### src/hw/rtl/rmd_pkg.sv
`default_nettype none
package rmd_pkg;
    localparam int unsigned NumRounds = 80;

    typedef logic [31:0] t_word;
    typedef logic [3:0]  t_sel;
    typedef logic [4:0]  t_rot;

    typedef struct packed {
        t_word a;
        t_word b;
        t_word c;
        t_word d;
        t_word e;
    } t_line;

    typedef struct packed {
        logic       valid;
        t_line      left;
        t_line      right;
        t_word [15:0] w;
    } t_slot;

    localparam t_word IV0 = 32'h67452301;
    localparam t_word IV1 = 32'hEFCDAB89;
    localparam t_word IV2 = 32'h98BADCFE;
    localparam t_word IV3 = 32'h10325476;
    localparam t_word IV4 = 32'hC3D2E1F0;

    localparam logic [3:0] SEL_L [80] = '{
        0,1,2,3,4,5,6,7,8,9,10,11,12,13,14,15,
        7,4,13,1,10,6,15,3,12,0,9,5,2,14,11,8,
        3,10,14,4,9,15,8,1,2,7,0,6,13,11,5,12,
        1,9,11,10,0,8,12,4,13,3,7,15,14,5,6,2,
        4,0,5,9,7,12,2,10,14,1,3,8,11,6,15,13};
    localparam logic [3:0] SEL_R [80] = '{
        5,14,7,0,9,2,11,4,13,6,15,8,1,10,3,12,
        6,11,3,7,0,13,5,10,14,15,8,12,4,9,1,2,
        15,5,1,3,7,14,6,9,11,8,12,2,10,0,4,13,
        8,6,4,1,3,11,15,0,5,12,2,13,9,7,10,14,
        12,15,10,4,1,5,8,7,6,2,13,14,0,3,9,11};
    localparam logic [4:0] ROT_L [80] = '{
        11,14,15,12,5,8,7,9,11,13,14,15,6,7,9,8,
        7,6,8,13,11,9,7,15,7,12,15,9,11,7,13,12,
        11,13,6,7,14,9,13,15,14,8,13,6,5,12,7,5,
        11,12,14,15,14,15,9,8,9,14,5,6,8,6,5,12,
        9,15,5,11,6,8,13,12,5,12,13,14,11,8,5,6};
    localparam logic [4:0] ROT_R [80] = '{
        8,9,9,11,13,15,15,5,7,7,8,11,14,14,12,6,
        9,13,15,7,12,8,9,11,7,7,12,7,6,15,13,11,
        9,7,15,11,8,6,6,14,12,13,5,14,13,13,7,5,
        15,5,8,11,14,14,6,14,6,9,12,9,12,5,15,8,
        8,5,12,9,12,5,14,6,8,13,6,5,15,13,11,11};
    localparam t_word K_L [5] = '{32'h00000000, 32'h5A827999, 32'h6ED9EBA1,
                                  32'h8F1BBCDC, 32'hA953FD4E};
    localparam t_word K_R [5] = '{32'h50A28BE6, 32'h5C4DD124, 32'h6D703EF3,
                                  32'h7A6D76E9, 32'h00000000};

    function automatic t_word rotl(input t_word x, input t_rot n);
        return (x << n) | (x >> (6'd32 - {1'b0, n}));
    endfunction

    function automatic t_word bool_fn(input logic [2:0] g, input t_word x,
                                      input t_word y, input t_word z);
        case (g)
            3'd0:    return x ^ y ^ z;
            3'd1:    return (x & y) | (~x & z);
            3'd2:    return (x | ~y) ^ z;
            3'd3:    return (x & z) | (y & ~z);
            default: return x ^ (y | ~z);
        endcase
    endfunction
endpackage
`default_nettype wire

### src/hw/rtl/rmd_round_cell.sv
`default_nettype none
module rmd_round_cell #(
    parameter int unsigned ROUND = 0
) (
    input  wire logic          i_clk,
    input  wire logic          i_rst_n,
    input  rmd_pkg::t_slot     i_slot,
    output rmd_pkg::t_slot     o_slot
);
    import rmd_pkg::*;

    localparam logic [2:0] GrpL = 3'(ROUND / 16);
    localparam logic [2:0] GrpR = 3'(4 - ROUND / 16);
    localparam t_rot RotL = ROT_L[ROUND];
    localparam t_rot RotR = ROT_R[ROUND];
    localparam t_word KL = K_L[ROUND / 16];
    localparam t_word KR = K_R[ROUND / 16];
    localparam t_sel SelL = SEL_L[ROUND];
    localparam t_sel SelR = SEL_R[ROUND];

    t_slot r_slot;
    t_slot n_slot;
    t_word w_tl;
    t_word w_tr;

    always_comb begin
        w_tl = rotl(i_slot.left.a + bool_fn(GrpL, i_slot.left.b, i_slot.left.c,
                    i_slot.left.d) + i_slot.w[SelL] + KL, RotL) + i_slot.left.e;
        w_tr = rotl(i_slot.right.a + bool_fn(GrpR, i_slot.right.b, i_slot.right.c,
                    i_slot.right.d) + i_slot.w[SelR] + KR, RotR) + i_slot.right.e;
        n_slot         = i_slot;
        n_slot.left.a  = i_slot.left.e;
        n_slot.left.e  = i_slot.left.d;
        n_slot.left.d  = rotl(i_slot.left.c, 5'd10);
        n_slot.left.c  = i_slot.left.b;
        n_slot.left.b  = w_tl;
        n_slot.right.a = i_slot.right.e;
        n_slot.right.e = i_slot.right.d;
        n_slot.right.d = rotl(i_slot.right.c, 5'd10);
        n_slot.right.c = i_slot.right.b;
        n_slot.right.b = w_tr;
    end

    always_ff @(posedge i_clk) begin
        r_slot.left  <= n_slot.left;
        r_slot.right <= n_slot.right;
        r_slot.w     <= n_slot.w;
        if (!i_rst_n) begin
            r_slot.valid <= 1'b0;
        end else begin
            r_slot.valid <= n_slot.valid;
        end
    end

    assign o_slot = r_slot;
endmodule
`default_nettype wire

### config.mk
export PLATFORM = sky130hd
export DESIGN_NAME = rmd_round_cell
export DESIGN_NICKNAME = d
export VERILOG_FILES = /design/src/hw/rtl/rmd_pkg.sv /design/src/hw/rtl/rmd_round_cell.sv
export SDC_FILE = /design/constraint.sdc
export NUM_CORES = 1
export LEC_CHECK = 0
export BUFFER_PORTS_ARGS = -buffer_cell sky130_fd_sc_hd__buf_2
export CAP_MARGIN = 5
export CELL_PAD_IN_SITES_DETAIL_PLACEMENT = 0
export CELL_PAD_IN_SITES_GLOBAL_PLACEMENT = 1
export CORE_AREA = 2 2 652 654
export CTS_CLUSTER_SIZE = 12
export DETAILED_ROUTE_END_ITERATION = 16
export DIE_AREA = 0 0 654 656
export PLACE_DENSITY_LB_ADDON = 0.1
export SYNTH_ARGS = -nofsm -noshare
export SYNTH_HDL_FRONTEND = slang
export SYNTH_SLANG_ARGS = --single-unit
### constraint.sdc
create_clock -name i_clk -period 6.8 [get_ports i_clk]
set_input_delay 1.36 -clock i_clk [delete_from_list [all_inputs] [get_ports i_clk]]
set_output_delay 1.36 -clock i_clk [all_outputs]
set_load 0.02 [all_outputs]
; Yosys cells after proc, flatten, opt, wreduce, memory -nomap -nowiden
; Cells that the tools add are included.
[word_totals]
reg_bits = 833
inputBits = 835
out_inout_bits = 833
word_cells = 43
[op_classes]
add_sub_neg = 7
bitwise = 9
[op_table]
columns = operator, n
row1 = $add 32x32->32, 6
row2 = $xor 32x32->32, 3
row3 = $or 32x10->32, 2
row4 = $add 32x31->32 const B, 1
row5 = $not 32->32, 1
row6 = $or 32x11->32, 1
row7 = $or 32x32->32, 1
row8 = $or 32x8->32, 1

; Depth between registers and ports, before layout
; Gate-level depths: netlist of the first run.
[depth]
depth_word = 8
mapped_depth = 27
ltp_nobuf = 27

; Worst setup path before layout of the first run
; OpenSTA, ideal clock, no wires.
[synth_timing]
path_kind = input -> register
from = input port i_slot[586] in the netlist's numbering
to = register r_slot (netlist bit o_slot[636])
setup_time_ns = 0.130
arrival_ns = 6.233
required_ns = 6.670
path_slack_ns = 0.437
stages = 24
path_buffers = 0
path_cell_list = nand2b_1 xnor2_1 fa_1 inv_1 ha_1 ha_1 a41oi_1 o21ai_0 a31oi_2 o221ai_2 a41oi_2 o21bai_1 a21oi_1 xnor2_1 ha_1 fa_1 a21oi_1 o22ai_1 o31ai_4 o21ai_1 or2_1 a2111oi_1 a211oi_1 xor2_1
[synth_rtl]
columns = element, line
row1 = start: declaration, rmd_round_cell.sv:7  ; input rmd_pkg::t_slot i_slot,
row2 = end: declaration, rmd_round_cell.sv:21  ; t_slot r_slot;

==> qor.txt, run 1 <==
Inst Count DP = 9,642
Area Overhead vs Synth = 83.2%
Sequential power share = 26.4%
Vias after detailed routing = 23,900
YS warnings = 0
Seq. cell area = 16,700 µm²
Share of layout cells above drive strength 1 = 51.3%
Die footprint = 429,000 µm²
# setup viols final = 0
Count of final hold-check violations = 0
Filler-free cell count of the finished design = 9,965
Initial antenna violation count = 171
H-Tree Depth = 4
GRT Overall Usage = 10.2%
Most used cell, CP = buf_4
Number of global-route vias before repair = 25,400
Fin nets = 5,170
Area taken by multi-input logic gates = 9060 µm²
Ports = 1,668
WS Path Type = in -> reg
Root Driver = clkbuf_16
Worst Tran Pin Value = 0.726 ns
Setup crit end kind = flop
First-pass GRT wire length = 281 mm
Core area = 422,000 µm²
Top FF cell, synth = dfxtp_1
CP Launch Type = primary input
Reg clk slew, reported paths = 0.06 ns
Gr ovfl total = 0
Fill cell count = 48,800
#FFs+latches synth = 833
Worst hold path type = in -> reg
HPWL Detailed = 201 mm
Die Span Y = 656 µm
Number of flip-flops in the largest register = 833
TritonCTS buffer count = 136
Switching Share = 37.6%
Clock share of power = 34.8%
Initial DRC Count = 750
Worst EP arrival = 7.12 ns
Max Freq = 156 MHz
Crit Path Max Fanout = 4
DRC viols = 0
Mapped Area = 26,400 µm²
Post-layout min period = 6.41 ns
Initial Utilization = 6.25%
WL final = 227 mm
CTS tree = done
Synthesized net count = 3,160
# rows = 239
Fin crit share = 94.3%
Die width = 654 µm
Synth cell types = 77
Static Leak = 21.6 nW
Max Root-Sink Buffers = 4
Largest net degree at the start of global routing = 12
Comb power frac = 38.7%
Power Total = 21.0 mW
Yosys top cell area share = 63.2%
Vias/cell = 2.40
Async set-reset flop share out of synthesis = 0%
Largest area contributor in the synthesized netlist = dfxtp_1
P per Cell Area = 435 nW/µm²
Worst setup margin = 0.386 ns
Post-CTS Hold Fix Bufs = 0
VDD IR max = 0.000184 V
Largest cells by area after synthesis = dfxtp_1, ha_1, xnor2_1
CP peak stage delay = 0.44 ns
Worst EP required = 7.50 ns
IO Port Bufs = 1,667
Synth cell count leaders = dfxtp_1, inv_1, xnor2_1, ha_1, a21oi_1
Cell-internal power = 13.1 mW
Post-synth EDFFs = 0
Post-DR wirelength/cell = 22.8 µm
Max Slew Vio Count = 0
Status = finished, final reports clean
First-pass DRT Iterations = 4
Worst-path cell with the longest stage delay = fa_1
Cells after Synth = 2,108
ANT nets after route = 0
Avg Cell Area, Syn = 12.5 µm²
Global placement routability congestion = 0.747
Clock sink count = 833
Post-Route Setup TNS = 0 ns
Pre-CTS setup slack = -0.841 ns
Post-synthesis sequential area ratio = 63.2%
Dominant cell by count in the synthesized netlist = dfxtp_1
Switching Power = 7.92 mW
Max-Cap Viols = 0
Relative slew slack = 51.3%
Post-layout util = 11.5%
==> routing by layer <==
metal	part of all wire, %	vias up	global-route usage, %	wire length (µm)
li1	-	11200	-	-
met1	34	11100	9.60	76200
met2	52	1089	18.9	118000
met3	9.1	395	4.31	20600
met4	5.1	86	4.76	11500
met5	0.25	-	0	563
==> worst max-delay path, delay by kind of cell <==
kind,cells,cell delay (ns)
buffers and inverters,6,0.81
AND/OR/NAND/NOR,3,0.58
XOR/XNOR,3,0.36
AO/OA/AOI/OAI,12,2.22
adder cells (fa/ha/maj),5,1.76
==> repair_timing <==
action	in CTS	in global routing
endpoints found under the setup margin	0	28
resized for setup	0	22
endpoints found under the hold margin	0	0
buffers inserted	0	1
==> layout by cell type, fill, tap and decap left out, types with 9 or more instances in the layout <==
cell,n
o21bai_1,19
clkbuf_16,139
a211oi_1,14
xnor2_1,163
nor2b_1,25
bufinv_16,9
nand2b_1,31
o21ai_0,52
nand4_1,13
clkbuf_8,32
nand3_1,30
nor3_1,15
xor2_1,40
fa_1,65
and3_1,13
dfxtp_1,833
buf_4,234
buf_2,1667
a21o_1,52
clkbuf_1,18
a31oi_1,17
nand2_1,59
a21oi_1,105
o21a_1,21
inv_1,172
diode_2,86
clkinv_2,18
nor2_1,61
o211ai_1,9
ha_1,151
==> stage by stage <==
stage	area (µm²)	hold slack [ns]
2_1_floorplan	26400	1.39
3_3_place_gp	43400	1.46
3_5_place_dp	43400	1.46
4_1_cts	48000	0.490
5_1_grt	48300	0.536
6_report	48300	0.615
==> final timing paths <==
path	startpoint	end	slack (ns)	cells past startpoint
hold / removal	i_slot[79]	o_slot[79]	0.61	1
setup / recovery	i_slot[580]	o_slot[632]	0.39	29
==> layout make-up <==
class | count | share of cell area [%]
diodes | 86 | 0.445
repair buffers | 1901 | 20.9
multi-input cells | 1074 | 18.7
flip-flops and latches | 833 | 34.5
well taps | 5663 | 14.7
clock inverters | 47 | 1.19
inverters | 172 | 1.34
clock buffers | 189 | 8.25
==> kinds of logic after synthesis <==
logic type                 synth area share [%]
muxes                                     0.161
xor gates and xnor gates                   6.80
DFF                                        63.2
and+or+nand+nor                            5.44
adders and majority gates                  12.2
AOI/OAI and AO/OA                          9.30
buffers and inverters                      2.93
==> power by group through the flow <==
| stage | sequential, mW | clock, mW | combinational, mW |
|---|---|---|---|
| after detailed placement | 5.68 | 0 | 8.33 |
| after CTS | 5.58 | 7.78 | 8.37 |
| after floorplan | 6.17 | 0 | 3.46 |
| after global placement | 5.69 | 0 | 8.44 |
| final | 5.56 | 7.33 | 8.15 |
| after global routing | 5.61 | 7.92 | 8.99 |
(Power assumes the default switching activity.)
==> run 2: changes to the inputs <==
--- a/config.mk
+++ b/config.mk
@@ -9,10 +9,10 @@
 export CAP_MARGIN = 5
 export CELL_PAD_IN_SITES_DETAIL_PLACEMENT = 0
 export CELL_PAD_IN_SITES_GLOBAL_PLACEMENT = 1
-export CORE_AREA = 2 2 652 654
+export CORE_AREA = 2 2 641 643
 export CTS_CLUSTER_SIZE = 12
 export DETAILED_ROUTE_END_ITERATION = 16
-export DIE_AREA = 0 0 654 656
+export DIE_AREA = 0 0 643 645
 export PLACE_DENSITY_LB_ADDON = 0.1
 export SYNTH_ARGS = -nofsm -noshare
 export SYNTH_HDL_FRONTEND = slang
==> constraint.sdc (replaced) <==
create_clock -name i_clk -period 8.15 [get_ports i_clk]
set_input_delay 0.4075 -clock i_clk [delete_from_list [all_inputs] [get_ports i_clk]]
set_output_delay 0.4075 -clock i_clk [all_outputs]
set_load 0.02 [all_outputs]
==> run 2 against run 1 <==
Effect of this change:
- final cell count up 2.9%
- via count up 8.3%
- sequential power down 16%
- total power fell by 21%
==> qor.txt, run 2 (synthesis gave the netlist of run 1 again) <==
Gr ovfl total = 0
GRT Overall Usage = 10.7%
Die Span Y = 645 µm
VDD IR max = 0.000122 V
Post-CTS sizing = 0
Fill cell count = 46,900
CP peak stage delay = 0.54 ns
Max Root-Sink Buffers = 4
Ports = 1,668
Filler-free cell count of the finished design = 10,300
Root Driver = clkbuf_16
Initial antenna violation count = 121
WL final = 230 mm
Pre-CTS setup slack = 1.04 ns
Clock sink count = 833
Seq. cell area = 16,700 µm²
Crit Path Max Fanout = 4
DRC viols = 0
Die width = 643 µm
Post-CTS Setup Bufs = 0
Worst EP arrival = 7.45 ns
Die footprint = 415,000 µm²
P per Cell Area = 310 nW/µm²
# setup viols final = 0
Post-Route Setup TNS = 0 ns
Max-Cap Viols = 0
Global placement routability congestion = 0.807
RSZ-0062 raised after global routing = false
H-Tree Depth = 4
Number of global-route vias before repair = 28,500
Worst hold path type = in -> reg
Worst Tran Pin Value = 1.08 ns
IO Port Bufs = 1,667
CP Launch Type = primary input
TritonCTS buffer count = 135
First-pass DRT Iterations = 4
Reg clk slew, reported paths = 0.05 ns
Most used cell, CP = a21oi_1
Relative slew slack = 27.8%
Area Overhead vs Synth = 104%
Post-DR wirelength/cell = 22.4 µm
Worst EP required = 8.82 ns
Vias/cell = 2.53
Largest net degree at the start of global routing = 13
CP top delay family = compound AO/OA/AOI/OAI gates
Most frequent cells in the layout = buf_2, dfxtp_1, dlygate4sd3_1, inv_1, xnor2_1
Static Leak = 23.6 nW
Count of final hold-check violations = 0
Worst setup margin = 1.38 ns
Setup crit end kind = flop
ANT nets after route = 0
CTS tree = done
Fin nets = 5,708
Buffers & Inverters on Critical Path = 4
Initial Utilization = 6.47%
Commonest non-fill, non-tap cell in the layout = buf_2
Area taken by multi-input logic gates = 8940 µm²
Core area = 408,000 µm²
Number of flip-flops in the largest register = 833
First-pass GRT wire length = 293 mm
Max Slew Vio Count = 0
Power Total = 16.6 mW
Share of layout cells above drive strength 1 = 40.2%
Post-layout min period = 6.77 ns
# rows = 235
Post-layout util = 13.2%
Max Freq = 148 MHz
Vias after detailed routing = 25,900
Inst Count DP = 9,200
WS Path Type = in -> reg
Status = finished, final reports clean
Fin crit share = 83.1%
Worst-path cell with the longest stage delay = o21ai_0
Initial DRC Count = 1,001
HPWL Detailed = 200 mm
==> run 2: cell count changes in the layout (fill, tap and decap cells not counted), moves of 4 or more <==
cell           change
clkbuf_8           -6
dlygate4sd3_1    +770
buf_4            -231
clkbuf_1           +6
diode_2           -43
clkinv_2           +4
==> run 2: final timing paths <==
check	depth (start not counted)	slack, ns	endpoint	from
worst min-delay path	2	0.22	o_slot[119]	i_slot[119]
worst max-delay path	25	1.38	o_slot[635]	i_slot[580]
==> run 2: area by class of cell <==
cell class	count	area share, %
repair buffers	2440	29.9
multi-input cells	1074	16.6
diodes	43	0.200
clock inverters	50	1.06
clock buffers	187	7.22
inverters	172	1.20
well taps	5451	12.7
flip-flops and latches	833	31.0
==> run 2: per-stage QoR <==
step | area (µm²) | hold WS (ns)
after global routing | 53600 | 0.133
after detailed placement | 41400 | 0.511
after CTS | 53600 | 0.0830
after floorplan | 26400 | 0.435
after global placement | 41400 | 0.510
final | 53700 | 0.217
==> run 2: report_power, final <==
part | leakage (nW) | internal (mW) | total (mW) | switching, mW
sequential | 7.03 | 4.49 | 4.65 | 0.157
clock | 2.19 | 3.61 | 6.02 | 2.40
combinational | 14.4 | 2.23 | 5.97 | 3.74
==> run 2: layer usage <==
layer | wire, µm | track usage [%]
met4 | 8000 | 3.46
met5 | 257 | 0
met3 | 14600 | 3.01
met1 | 86700 | 11.5
met2 | 120000 | 20.0
==> run 2: timing repair <==
action / in CTS / in global routing
endpoints found under the setup margin: 0 / 0
hold buffers: 770 / 0
hold endpoints to repair: 780 / 0
